===== config.mk =====
export PLATFORM = sky130hd
export DESIGN_NAME = ppu_div
export DESIGN_NICKNAME = d
export VERILOG_FILES = /design/src/sv/ppu_div.sv
export SDC_FILE = /design/constraint.sdc
export NUM_CORES = 1
export LEC_CHECK = 0
export BUFFER_PORTS_ARGS = -buffer_cell sky130_fd_sc_hd__buf_2
export CAP_MARGIN = 40
export CORE_ASPECT_RATIO = 1.2
export CORE_MARGIN = 3
export CORE_UTILIZATION = 55
export CTS_CLUSTER_SIZE = 8
export DETAILED_ROUTE_END_ITERATION = 7
export GPL_TIMING_DRIVEN = 0
export PLACE_DENSITY = 0.9
export SLEW_MARGIN = 5
export SYNTH_ARGS = -nofsm -noshare
export SYNTH_HDL_FRONTEND = slang
export SYNTH_SLANG_ARGS = --single-unit

===== constraint.sdc =====
create_clock -name clk -period 5.1 [get_ports clk]
set_input_delay 1.53 -clock clk [delete_from_list [all_inputs] [get_ports clk]]
set_output_delay 1.53 -clock clk [all_outputs]
set_load 0.03 [all_outputs]

===== src/sv/ppu_div.sv =====
// Restoring divider, one quotient bit per cycle.
module ppu_div (
  input  logic        clk,
  input  logic        rst,
  input  logic        start,
  input  logic [31:0] num,
  input  logic [15:0] den,
  output logic        busy,
  output logic [31:0] quot
);

  logic [16:0] rem;
  logic [15:0] dq;
  logic [5:0]  cnt;
  logic [16:0] rem_sh;
  logic [17:0] diff;

  assign rem_sh = {rem[15:0], quot[31]};
  assign diff   = {1'b0, rem_sh} - {2'b00, dq};

  always_ff @(posedge clk) begin
    if (rst) begin
      busy <= 1'b0;
      cnt  <= '0;
    end else if (start) begin
      busy <= 1'b1;
      cnt  <= 6'd32;
      rem  <= '0;
      quot <= num;
      dq   <= den;
    end else if (busy) begin
      if (!diff[17]) begin
        rem <= diff[16:0];
      end else begin
        rem <= rem_sh;
      end
      quot <= {quot[30:0], ~diff[17]};
      cnt  <= cnt - 6'd1;
      if (cnt == 6'd1) begin
        busy <= 1'b0;
      end
    end
  end

endmodule


==> parameters.txt, run 1 <==
Parameter                              Value

Power
  Part of the power in the clock network ... 0.254
  Worst supply voltage drop on vdd ... 168.1 uV
  Sequential share of power ... 0.482
  Power, Total ... roughly 1.5 mW
  Leakage ... 1.872 nW
  Internal power contribution ... 1.027 mW
  Share of total power in combinational logic ... 0.265
  Power per standard cell area ... 321.3 nW/um2
  Power spent charging and discharging nets ... 0.4606 mW
  Fraction of power spent switching nets ... 0.3097

Cells and area
  Post-synthesis to final-layout area growth ... 18.37%
  FILL cells ... 534
  Total number of nets in the final design ... 480
  Finished Layout Cells ... 502
  Layout cell share with drive strength beyond 1 ... 0.3663
  Count of inserted antenna diode cells ... 0

Global routing
  Pin count of the biggest net entering global routing ... 32
  Antenna violations before repair ... 0
  Via count of the first global-routing pass ... 3116
  First-pass GRT wire length ... 14740 um
  Overall track demand over capacity in global routing ... 0.2256
  Overflow left after global routing ... 0

Drt
  Average wire per standard cell ... 17.74 um
  DR pass1 iterations ... 7
  Amount of wire on met2 after detailed routing ... 4268 um
  First-iteration detailed-routing DRC count ... 233
  Wire length on met1 ... 3577 um
  Antenna viol nets, final ... 0
  Total routed wirelength ... between 8000 and 9000 um
  Routed via count divided by cell count ... between 5 and 6
  Routed via count ... 2978
  DR top layer ... met4
  Metal3 WL ... roughly 770 um
  DRC violations left ... 0

Clocking
  CTS Sinks ... 71
  Clock-pin slew on the worst setup and hold paths ... 70 ps
  Count of hold buffers inserted by post-cts repair ... 0
  CTS root buf ... sky130_fd_sc_hd__clkbuf_8
  TritonCTS Buffers ... 9
  Post-CTS sizing ... 0
  CTS HTree Levels ... 3
  TritonCTS clock tree ... built
  Latest clock arrival within the worst-skew pair ... 330 ps
  Longest Clk Path Bufs ... 2
  Buffer count from post-CTS setup fixing ... 0

Worst setup path
  Sort of element at the end of the critical path ... flop
  Launching instance or port of the critical path ... rem[0]
  Worst endpoint required time ... 5180 ps
  Type of the worst setup path ... reg2reg
  Source of the worst register-to-register timing path ... rem[0]
  Worst endpoint data arrival time ... between 2000 and 3000 ps
  Kind of start point of the critical path ... flop
  Critical-path maximum fanout ... 9

Floorplanning
  Core Box Area ... 6854 um2
  Die X-Extent ... about 83 um
  Std cell rows ... 33
  Number of top-level design ports ... 84
  Initial cell density of the core ... 0.5705
  Height of the die ... 98.37 um
  Die Outline Area ... 8161 um2

Synth
  Post-synthesis sequential area ratio ... 0.5274
  Number of enable flip-flop cells after synthesis ... 64
  Post-Synthesis Cell Area ... between 3000 and 4000 um2
  Count of different cell masters after synthesis ... 57
  Synthesized area per cell ... 12.37 um2
  Synth async-reset ratio ... 0
  Syn nets ... 386
  Flip-flop and latch count after synthesis ... 71
  Most common flop cell mapped by yosys ... sky130_fd_sc_hd__edfxtp_1
  Synth warn ... 0
  Cells after Synth ... about 320

Placement
  Total placed cells including tap cells ... 486
  HPWL reported at the end of detailed placement ... 6511 um
  Routability congestion estimate ... 0.9912
  Pre-CTS setup slack ... 2069 ps
  Count of input and output buffers ... 81

Status
  Outcome ... finished clean

Timing
  Final setup skew ... 7.911 ps
  Hold violation count in the final report ... 0
  Slew margin rel. ... 0.4089
  Final Slew Violations ... 0
  Tcrit/Tclk final ... 0.5644
  Hold slack ... 501.7 ps
  Max Fclk ... 0.3474 GHz
  Final worst path period need ... 2879 ps
  Setup violation total in the final timing report ... 0
  Slew at the pin closest to its max-slew limit ... 885.0 ps
  Unrepaired setup endpoints after global routing ... no
  Setup WS post-layout ... 2221 ps

Run
  Reported max-cap violation count ... 0

Hold path
  Hold path start ... cnt[1]
  Min-delay worst type ... reg2reg
==> sequential cells by signal, indices dropped and copies added, names as in the netlist <==
signal  cells
quot       32
dq         16
rem        16
cnt         6
busy        1
==> layout make-up <==
type                    instances  area (um2)  share of cell area
clock buffers                  12       135.1             0.02920
multi-input cells             209        1699              0.3671
repair buffers                 83       440.4             0.09516
plain buffers                  14       76.32             0.01649
well taps                      87       108.9             0.02352
clock inverters                 4       23.77            0.005137
flip-flops and latches         71        2062              0.4455
inverters                      22       82.58             0.01784
==> metrics by stage <==
| step | area, um2 | TNS [ps] | util |
|---|---|---|---|
| finish | 4628 | 0 | 0.6752 |
| global route | 4628 | 0 | 0.6752 |
| CTS | 4628 | 0 | 0.6752 |
| detailed placement | 4469 | 0 | 0.6521 |
| global placement | 4424 | -4642 | 0.6455 |
| floorplan | 3910 | 0 | - |
==> per-layer routing <==
metal	vias up	GRT usage
met5	-	0
met3	30	0.07173
met1	1400	0.2683
li1	1388	-
met2	160	0.3667
met4	0	0.1170
==> power by group through the flow <==
| stage | Combinational (mW) | Sequential [mW] | Clock, mW |
|---|---|---|---|
| floorplan | 0.253 | 0.759 | 0 |
| global placement | 0.365 | 0.729 | 0 |
| detailed placement | 0.386 | 0.728 | 0 |
| CTS | 0.388 | 0.716 | 0.385 |
| global route | 0.427 | 0.721 | 0.412 |
| finish | 0.394 | 0.716 | 0.377 |
==> synth_stat cells (all sizes together) (3+ instances only) <==
master,n,area [um2]
o211ai,3,22.52
clkbuf,8,31.28
mux2,32,364.1
a21oi,20,100.1
o32ai,3,26.28
nor2,12,45.04
and3,3,18.77
xor2,5,43.79
dfxtp,7,140.1
xnor2,8,70.07
ha,18,225.2
buf,6,45.04
o21ai,11,55.05
edfxtp,64,1922
inv,22,82.58
nand3,13,77.58
o21a,5,37.54
nand2,13,56.30
nor3,14,70.07
o31ai,3,41.29
a211oi,8,95.09
a21o,9,67.56
==> final timing paths <==
check | slack, ps | cells past startpoint | end
setup / recovery | 2220 | 7 | quot[0]
hold / removal | 500 | 2 | cnt[1]
setup reg to reg | 2220 | 7 | quot[0]
hold reg to reg | 500 | 2 | cnt[1]
==> cells by family after synthesis <==
kind of cell | Yosys count | share of synthesized area
DFF | 71 | 0.5274
buffers and inverters | 36 | 0.04064
AOI/OAI and AO/OA | 79 | 0.1568
muxes | 33 | 0.09568
xor gates and xnor gates | 13 | 0.02912
adders and majority gates | 19 | 0.06272
and+or+nand+nor | 65 | 0.08769
==> cells in the final DEF, fill, tap and decap left out, types with 2 or more instances in the layout <==
cell,instances
sky130_fd_sc_hd__or3_1,2
sky130_fd_sc_hd__nand2_1,12
sky130_fd_sc_hd__nand3_1,12
sky130_fd_sc_hd__a211oi_2,7
sky130_fd_sc_hd__nor3_1,14
sky130_fd_sc_hd__a211o_1,2
sky130_fd_sc_hd__a21o_1,9
sky130_fd_sc_hd__ha_1,18
sky130_fd_sc_hd__o32ai_1,3
sky130_fd_sc_hd__inv_1,22
sky130_fd_sc_hd__o211ai_1,3
sky130_fd_sc_hd__nor2_1,10
sky130_fd_sc_hd__a31oi_1,2
sky130_fd_sc_hd__buf_2,84
sky130_fd_sc_hd__clkinvlp_4,2
sky130_fd_sc_hd__edfxtp_1,64
sky130_fd_sc_hd__xnor2_1,8
sky130_fd_sc_hd__xor2_1,5
sky130_fd_sc_hd__mux2_2,31
sky130_fd_sc_hd__clkbuf_1,10
sky130_fd_sc_hd__clkbuf_8,9
sky130_fd_sc_hd__dfxtp_1,7
sky130_fd_sc_hd__buf_6,2
sky130_fd_sc_hd__o21ai_0,10
sky130_fd_sc_hd__o21a_1,5
sky130_fd_sc_hd__and3_1,3
sky130_fd_sc_hd__o21bai_1,2
sky130_fd_sc_hd__a21oi_1,20
==> worst max-delay path: stages, from the launching register on <==
cell and delay [ps]:
sky130_fd_sc_hd__edfxtp_1 440, sky130_fd_sc_hd__ha_1 310, sky130_fd_sc_hd__nor2b_1 160, sky130_fd_sc_hd__o31ai_2 410
sky130_fd_sc_hd__a2111oi_4 170, sky130_fd_sc_hd__o31ai_4 580, sky130_fd_sc_hd__nand2_4 220, sky130_fd_sc_hd__mux2_4 330
Note: power is estimated with default switching activity, not from simulation.
==> inputs of run 2 (changes only) <==
Settings changed: ABC_AREA from default to 1.
Clock period 5.1 ns to 2.9 ns, I/O delays scaled along.
==> run 2 against run 1 <==
Combinational power rose by 84%. Largest power group unchanged. Largest cell class unchanged. Routed wire length up 11%. Synthesized cell count is 55% higher.
==> parameters.txt, run 2 <==
Parameter                              Value

Timing
  Slew at the pin closest to its max-slew limit ... 832.8 ps (was 885.0 ps)
  Final Slew Violations ... 0 (unchanged)
  Tcrit/Tclk final ... 0.7648
  Final setup skew ... 5.598 ps (was 7.911 ps)
  Max Fclk ... 0.4509 GHz
  Setup violation total in the final timing report ... 0 (unchanged)
  Final worst path period need ... 2218 ps
  Slew margin rel. ... 0.4435 (was 0.4089)
  Unrepaired setup endpoints after global routing ... no (unchanged)
  Hold violation count in the final report ... 0 (unchanged)

Synth
  Area leader, netlist ... sky130_fd_sc_hd__edfxtp_1 (unchanged)
  Dominant cell by count in the synthesized netlist ... sky130_fd_sc_hd__nand2_1 (was sky130_fd_sc_hd__edfxtp_1)
  Post-Synthesis Cell Area ... 4036 um2 (was 3910 um2)
  Post-synthesis sequential area ratio ... 0.5108 (was 0.5274)
  Syn nets ... 559 (was 386)
  Leading post-synthesis cells by cell area ... sky130_fd_sc_hd__edfxtp_1 48%, sky130_fd_sc_hd__nand2_1 19%, sky130_fd_sc_hd__inv_1 5.9%, sky130_fd_sc_hd__ha_1 5.6%, sky130_fd_sc_hd__nor2_1 4.2% (was sky130_fd_sc_hd__edfxtp_1 49%, sky130_fd_sc_hd__mux2_2 8.9%, sky130_fd_sc_hd__ha_1 5.8%, sky130_fd_sc_hd__dfxtp_1 3.6%, sky130_fd_sc_hd__a21oi_1 2.6%)
  Cells after Synth ... 489 (was 316)
  Count of different cell masters after synthesis ... 32 (was 57)
  Synth warn ... 0 (unchanged)
  Synthesized area per cell ... 8.254 um2 (was 12.37 um2)
  Number of enable flip-flop cells after synthesis ... 64 (unchanged)
  Flip-flop and latch count after synthesis ... 71 (unchanged)
  Fraction of post-synthesis cell area in the top cell type by area ... 0.4761 (was 0.4915)
  Synth async-reset ratio ... 0 (unchanged)
  Most frequent cells after synthesis ... 200 x sky130_fd_sc_hd__nand2_1, 64 x sky130_fd_sc_hd__edfxtp_1, 63 x sky130_fd_sc_hd__inv_1 (was 64 x sky130_fd_sc_hd__edfxtp_1, 31 x sky130_fd_sc_hd__mux2_2, 22 x sky130_fd_sc_hd__inv_1)
  Most common flop cell mapped by yosys ... sky130_fd_sc_hd__edfxtp_1 (unchanged)

Power
  Leakage ... 2.449 nW (was 1.872 nW)
  Worst supply voltage drop on vdd ... 409.3 uV (was 168.1 uV)
  Power per standard cell area ... 578.3 nW/um2 (was 321.3 nW/um2)

Global routing
  First-pass GRT wire length ... 16480 um (was 14740 um)
  Pin count of the biggest net entering global routing ... 27 (was 32)
  Overall track demand over capacity in global routing ... 0.2475 (was 0.2256)
  Via count of the first global-routing pass ... 3748 (was 3116)
  Antenna violations before repair ... 0 (unchanged)
  Overflow left after global routing ... 0 (unchanged)

Drt
  Routed via count divided by cell count ... 5.225 (was 5.932)
  DRC violations left ... 0 (unchanged)
  First-iteration detailed-routing DRC count ... 242 (was 233)
  Routed via count ... 3532 (was 2978)
  Total routed wirelength ... 9930 um (was 8906 um)
  Antenna viol nets, final ... 0 (unchanged)
  Average wire per standard cell ... 14.69 um (was 17.74 um)
  DR pass1 iterations ... 5 (was 7)

Status
  Outcome ... finished clean (unchanged)

Placement
  Routability congestion estimate ... 0.9383 (was 0.9912)
  Count of input and output buffers ... 82 (was 81)
  Total placed cells including tap cells ... 660 (was 486)
  HPWL reported at the end of detailed placement ... 7214 um (was 6511 um)

Clocking
  TritonCTS Buffers ... 9 (unchanged)
  Buffer count from post-CTS setup fixing ... 0 (unchanged)
  Clock-pin slew on the worst setup and hold paths ... 70 ps (about the same)
  Latest clock arrival within the worst-skew pair ... 350 ps (was 330 ps)
  TritonCTS clock tree ... built (unchanged)
  Post-CTS sizing ... 0 (unchanged)
  CTS root buf ... sky130_fd_sc_hd__clkbuf_8 (unchanged)
  Count of hold buffers inserted by post-cts repair ... 0 (unchanged)
  CTS Sinks ... 71 (unchanged)
  CTS HTree Levels ... 3 (unchanged)
  Longest Clk Path Bufs ... 2 (unchanged)

Cells and area
  Most used cells in the layout excluding fill and tap cells ... 200 x sky130_fd_sc_hd__nand2_1, 85 x sky130_fd_sc_hd__buf_2, 64 x sky130_fd_sc_hd__edfxtp_1 (was 84 x sky130_fd_sc_hd__buf_2, 64 x sky130_fd_sc_hd__edfxtp_1, 31 x sky130_fd_sc_hd__mux2_2)
  Most common library cell in the layout ignoring fill and taps ... sky130_fd_sc_hd__nand2_1 (was sky130_fd_sc_hd__buf_2)
  Register name with the most flops ... quot (unchanged)
  Flip-flop count of the largest register, all copies and words added ... 32 (unchanged)
  Largest registers ... quot x32, dq x16, rem x16 (unchanged)
  Layout cell share with drive strength beyond 1 ... 0.2139 (was 0.3663)
  Count of inserted antenna diode cells ... 0 (unchanged)
  Post-synthesis to final-layout area growth ... 18.60% (was 18.37%)
  Total number of nets in the final design ... 654 (was 480)
  Finished Layout Cells ... 676 (was 502)
  FILL cells ... 482 (was 534)
  Utilization after layout ... 0.6860 (was 0.6752)

Worst setup path
  Type of the worst setup path ... in2reg (was reg2reg)
  Worst endpoint data arrival time ... 2270 ps (was 2960 ps)
  Critical-path maximum fanout ... 10 (was 9)
  Sort of element at the end of the critical path ... flop (unchanged)
  Worst endpoint required time ... 2960 ps (was 5180 ps)
  Kind of start point of the critical path ... input pin (was flop)

Floorplanning
  Height of the die ... 99.85 um (was 98.37 um)
  Initial cell density of the core ... 0.5784 (was 0.5705)
  Die Outline Area ... 8407 um2 (was 8161 um2)
  Die X-Extent ... 84.21 um (was 82.97 um)
  Core Box Area ... 6978 um2 (was 6854 um2)
  Number of top-level design ports ... 84 (unchanged)
  Std cell rows ... 33 (unchanged)

Hold path
  Min-delay worst type ... reg2reg (unchanged)

Run
  Reported max-cap violation count ... 0 (unchanged)
[run 2: layout make-up]
type | instances | area, um2 | share of cell area
sequential | 71 | 2062 | 0.4307
buffer | 11 | 60.06 | 0.01255
multi-input combinational | 340 | 1668 | 0.3484
clock buffer | 10 | 127.6 | 0.02666
clock inverter | 6 | 61.31 | 0.01281
timing repair buffer | 84 | 445.4 | 0.09305
inverter | 67 | 254.0 | 0.05306
tap | 87 | 108.9 | 0.02274
[run 2: through the flow]
stage	worst slack (ps)	power (mW)	hold slack (ps)	setup TNS, ps	instance area (um2)
final	682.1	2.768	557.3	0	4787
after global routing	485.7	2.899	583.8	0	4787
after CTS	657.1	2.762	551.1	0	4787
after detailed placement	278.3	1.983	522.8	0	4598
after floorplan	140.9	1.786	510.5	0	4039
after global placement	-404.7	1.946	517.1	-19680	4558
[run 2: cells by family after synthesis]
| logic type | after synthesis | share of synthesized area |
|---|---|---|
| AO/OA/AOI/OAI | 18 | 0.02418 |
| XOR/XNOR | 9 | 0.01953 |
| adder cells (fa/ha/maj) | 19 | 0.06076 |
| buffers and inverters | 78 | 0.07781 |
| flip-flops | 71 | 0.5108 |
| AND/OR/NAND/NOR | 294 | 0.3069 |
[run 2: routing by layer]
layer,global-route usage,routed length [um],vias up
met5,0,0,-
met4,0.1238,273,0
met3,0.05829,794,30
met2,0.4508,5155,154
met1,0.2675,3706,1621
li1,-,-,1727
[run 2: worst max-delay path, cell delays in order]
cell and delay (ps):
sky130_fd_sc_hd__buf_2 190, sky130_fd_sc_hd__inv_1 130, sky130_fd_sc_hd__clkbuf_1 230, sky130_fd_sc_hd__nor2_1 530, sky130_fd_sc_hd__buf_4 320
[run 2: final timing paths]
check | start | endpoint | slack [ps] | cells past startpoint
setup reg to reg | quot[31] | rem[6] | 710 | 11
hold reg to reg | quot[4] | quot[5] | 560 | 2
hold / removal | quot[4] | quot[5] | 560 | 2
setup / recovery | start | dq[14] | 680 | 5
[run 2: report_power, final]
part,switching [mW],internal (mW),leakage [nW]
combinational,0.477,0.248,1.68
clock,0.387,0.394,0.0960
sequential,0.0434,1.22,0.672
total,0.907,1.86,2.45
==> inputs of run 3 (changes only) <==
Settings changed: CORE_UTILIZATION 55 to 50, PLACE_DENSITY 0.9 to 0.87.
Clock period 2.9 ns to 1.8 ns, I/O delays scaled along.
==> run 3 against run 2 <==
The run now ends with setup timing left. Worst setup slack worse by 980 ps. Via count up 14%. Global-route usage up 2.4 points. Hold slack worse by 210 ps.
==> parameters.txt, run 3 (synthesis gave the netlist of run 2 again) <==
Parameter                              Value

Global routing
  Overall track demand over capacity in global routing ... 0.2718 (was 0.2475)
  Via count of the first global-routing pass ... 4218 (was 3748)
  Antenna violations before repair ... 0 (unchanged)
  Overflow left after global routing ... 0 (unchanged)
  First-pass GRT wire length ... 19380 um (was 16480 um)
  Pin count of the biggest net entering global routing ... 28 (was 27)

Cells and area
  Most common library cell in the layout ignoring fill and taps ... sky130_fd_sc_hd__nand2_1 (unchanged)
  Post-layout instance area ... 5668 um2 (was 4787 um2)
  Count of inserted antenna diode cells ... 0 (unchanged)
  FILL cells ... 432 (was 482)
  Total number of nets in the final design ... 694 (was 654)
  Multi-input gate area ... 2140 um2 (was 1668 um2)
  Flip-flop and latch area ... 2063 um2 (was 2062 um2)
  Flip-flop count of the largest register, all copies and words added ... 32 (unchanged)
  Most used cells in the layout excluding fill and tap cells ... 171 x sky130_fd_sc_hd__nand2_1, 84 x sky130_fd_sc_hd__buf_2, 64 x sky130_fd_sc_hd__edfxtp_1 (was 200 x sky130_fd_sc_hd__nand2_1, 85 x sky130_fd_sc_hd__buf_2, 64 x sky130_fd_sc_hd__edfxtp_1)
  Post-synthesis to final-layout area growth ... 40.42% (was 18.60%)
  Utilization after layout ... 0.7312 (was 0.6860)
  Register name with the most flops ... quot (unchanged)
  Largest registers ... quot x32, dq x16, rem x16 (unchanged)
  Layout cell share with drive strength beyond 1 ... 0.3895 (was 0.2139)

Clocking
  Clock-pin slew on the worst setup and hold paths ... 90 ps (was 70 ps)
  TritonCTS Buffers ... 9 (unchanged)
  CTS Sinks ... 71 (unchanged)
  TritonCTS clock tree ... built (unchanged)
  Latest clock arrival within the worst-skew pair ... 360 ps (was 350 ps)
  CTS root buf ... sky130_fd_sc_hd__clkbuf_8 (unchanged)
  Longest Clk Path Bufs ... 2 (unchanged)
  Count of hold buffers inserted by post-cts repair ... 0 (unchanged)
  CTS HTree Levels ... 3 (unchanged)

Timing
  Slew margin rel. ... 0.5804 (was 0.4435)
  Tcrit/Tclk final ... 1.165
  Hold violation count in the final report ... 0 (unchanged)
  Setup WS post-layout ... -296.7 ps (was 682.1 ps)
  Unrepaired setup endpoints after global routing ... yes (was no)
  Max Fclk ... 0.4769 GHz
  Slew at the pin closest to its max-slew limit ... 627.9 ps (was 832.8 ps)
  Setup violation total in the final timing report ... 17 (was 0)
  Hold slack ... 346.0 ps (was 557.3 ps)
  Fin Setup TNS ... -3571 ps (was 0 ps)
  Final worst path period need ... 2097 ps
  Final Slew Violations ... 0 (unchanged)
  Final setup skew ... 18.66 ps (was 5.598 ps)

Hold path
  Min-delay worst type ... in2reg (was reg2reg)

Floorplanning
  Height of the die ... 104.4 um (was 99.85 um)
  Core Box Area ... 7751 um2 (was 6978 um2)
  Initial cell density of the core ... 0.5207 (was 0.5784)
  Std cell rows ... 35 (was 33)
  Number of top-level design ports ... 84 (unchanged)
  Die Outline Area ... 9191 um2 (was 8407 um2)
  Die X-Extent ... 88.02 um (was 84.21 um)

Worst setup path
  Source of the worst register-to-register timing path ... rem[6] (was quot[31])
  Endpoint of the worst-slack reg-to-reg timing path ... rem[14] (was rem[6])
  Worst endpoint data arrival time ... 2220 ps (was 2270 ps)
  Cell-by-cell listing of the critical path ... ha_4, buf_4, nand2_1, nand2_1, nand2_1, nand2_1, a21oi_1, nand2_2, nand2_2, nand3_2, nand2_1, inv_1 (was buf_2, inv_1, clkbuf_1, nor2_1, buf_4)
  Most frequent cell on the critical path ... sky130_fd_sc_hd__nand2_1
  Sort of element at the end of the critical path ... flop (unchanged)
  Kind of start point of the critical path ... flop (was input pin)
  Type of the worst setup path ... reg2reg (was in2reg)
  R2R setup slack ... -300 ps (was 710 ps)
  Levels on crit path ... 12 (was 5)
  Last element of the critical path ... rem[14] (was dq[14])
  Worst endpoint required time ... 1920 ps (was 2960 ps)
  Worst Reg-to-Reg Cells ... 12 (was 11)
  Worst stage delay on the critical path ... 440 ps (was 530 ps)
  Cell family with the largest share of critical-path delay ... simple AND/OR/NAND/NOR gates (was buffers and inverters)
  Highest-delay cell along the critical path ... sky130_fd_sc_hd__edfxtp_1 (was sky130_fd_sc_hd__nor2_1)
  Launching instance or port of the critical path ... rem[6] (was start)
  Critical-path maximum fanout ... 3 (was 10)
  Crit path buf inv count ... 2 (was 4)

Drt
  Routed via count divided by cell count ... 5.577 (was 5.225)
  Total routed wirelength ... 12640 um (was 9930 um)
  Antenna viol nets, final ... 0 (unchanged)
  First-iteration detailed-routing DRC count ... 309 (was 242)
  DR pass1 iterations ... 5 (unchanged)
  DRC violations left ... 0 (unchanged)
  Routed via count ... 4021 (was 3532)
  Average wire per standard cell ... 17.53 um (was 14.69 um)

Placement
  Area after detailed placement ... 4613 um2 (was 4598 um2)
  Count of input and output buffers ... 82 (unchanged)
  HPWL reported at the end of detailed placement ... 7112 um (was 7214 um)
  Pre-CTS setup slack ... -363.0 ps (was 278.3 ps)
  Routability congestion estimate ... 0.9098 (was 0.9383)

Run
  Reported max-cap violation count ... 0 (unchanged)

Status
  Violated checks ... setup timing
  Outcome ... complete, but fails checks (was finished clean)

Power
  Power per standard cell area ... 921.8 nW/um2 (was 578.3 nW/um2)
  Worst supply voltage drop on vdd ... 761.4 uV (was 409.3 uV)
  Leakage ... 2.750 nW (was 2.449 nW)
==> run 3: routing by layer <==
| layer | part of all wire | track usage | vias to the layer above |
|---|---|---|---|
| met5 | 0 | 0 | - |
| met4 | 0.063 | 0.1566 | 0 |
| met3 | 0.079 | 0.06339 | 70 |
| met2 | 0.51 | 0.4714 | 244 |
| met1 | 0.35 | 0.2948 | 1892 |
| li1 | - | - | 1815 |
==> run 3: cell type report <==
cell class                 count  share of cell area
timing repair inverter         1            0.001987
clock buffer                  10             0.02252
multi-input combinational    341              0.3775
sequential                    71              0.3640
clock inverter                 6             0.01523
inverter                      67             0.04614
timing repair buffer         122              0.1386
buffer                        11             0.01369
tap                           92             0.02031
==> run 3: worst min-delay path by stage <==
stage / startpoint / to / slack [ps] / cells after the start
after floorplan: cnt[3] / cnt[3] / 510 / 2
after global routing: den[2] / dq[2] / 350 / 1
final: den[1] / dq[1] / 350 / 1
after CTS: den[0] / dq[0] / 350 / 1
after detailed placement: busy / cnt[1] / 530 / 1
after global placement: busy / cnt[1] / 510 / 1
==> run 3: power by group <==
group | internal (mW) | switching, mW
registers | 1.97 | 0.0891
logic | 0.710 | 1.05
clock network | 0.778 | 0.632
total | 3.45 | 1.77
==> run 3: per-stage QoR <==
| step | total power [mW] | cells |
|---|---|---|
| floorplan | 2.884 | 489 |
| CTS | 4.918 | 713 |
| global route | 5.423 | 721 |
| detailed placement | 3.194 | 664 |
| global placement | 3.145 | 663 |
| finish | 5.225 | 721 |
==> run 3: repair_timing <==
item	4_1_cts	5_1_grt
buffers inserted	29	8
resized for setup	60	45
gates cloned	4	0
pin swaps	28	21
endpoints found under the setup margin	19	17
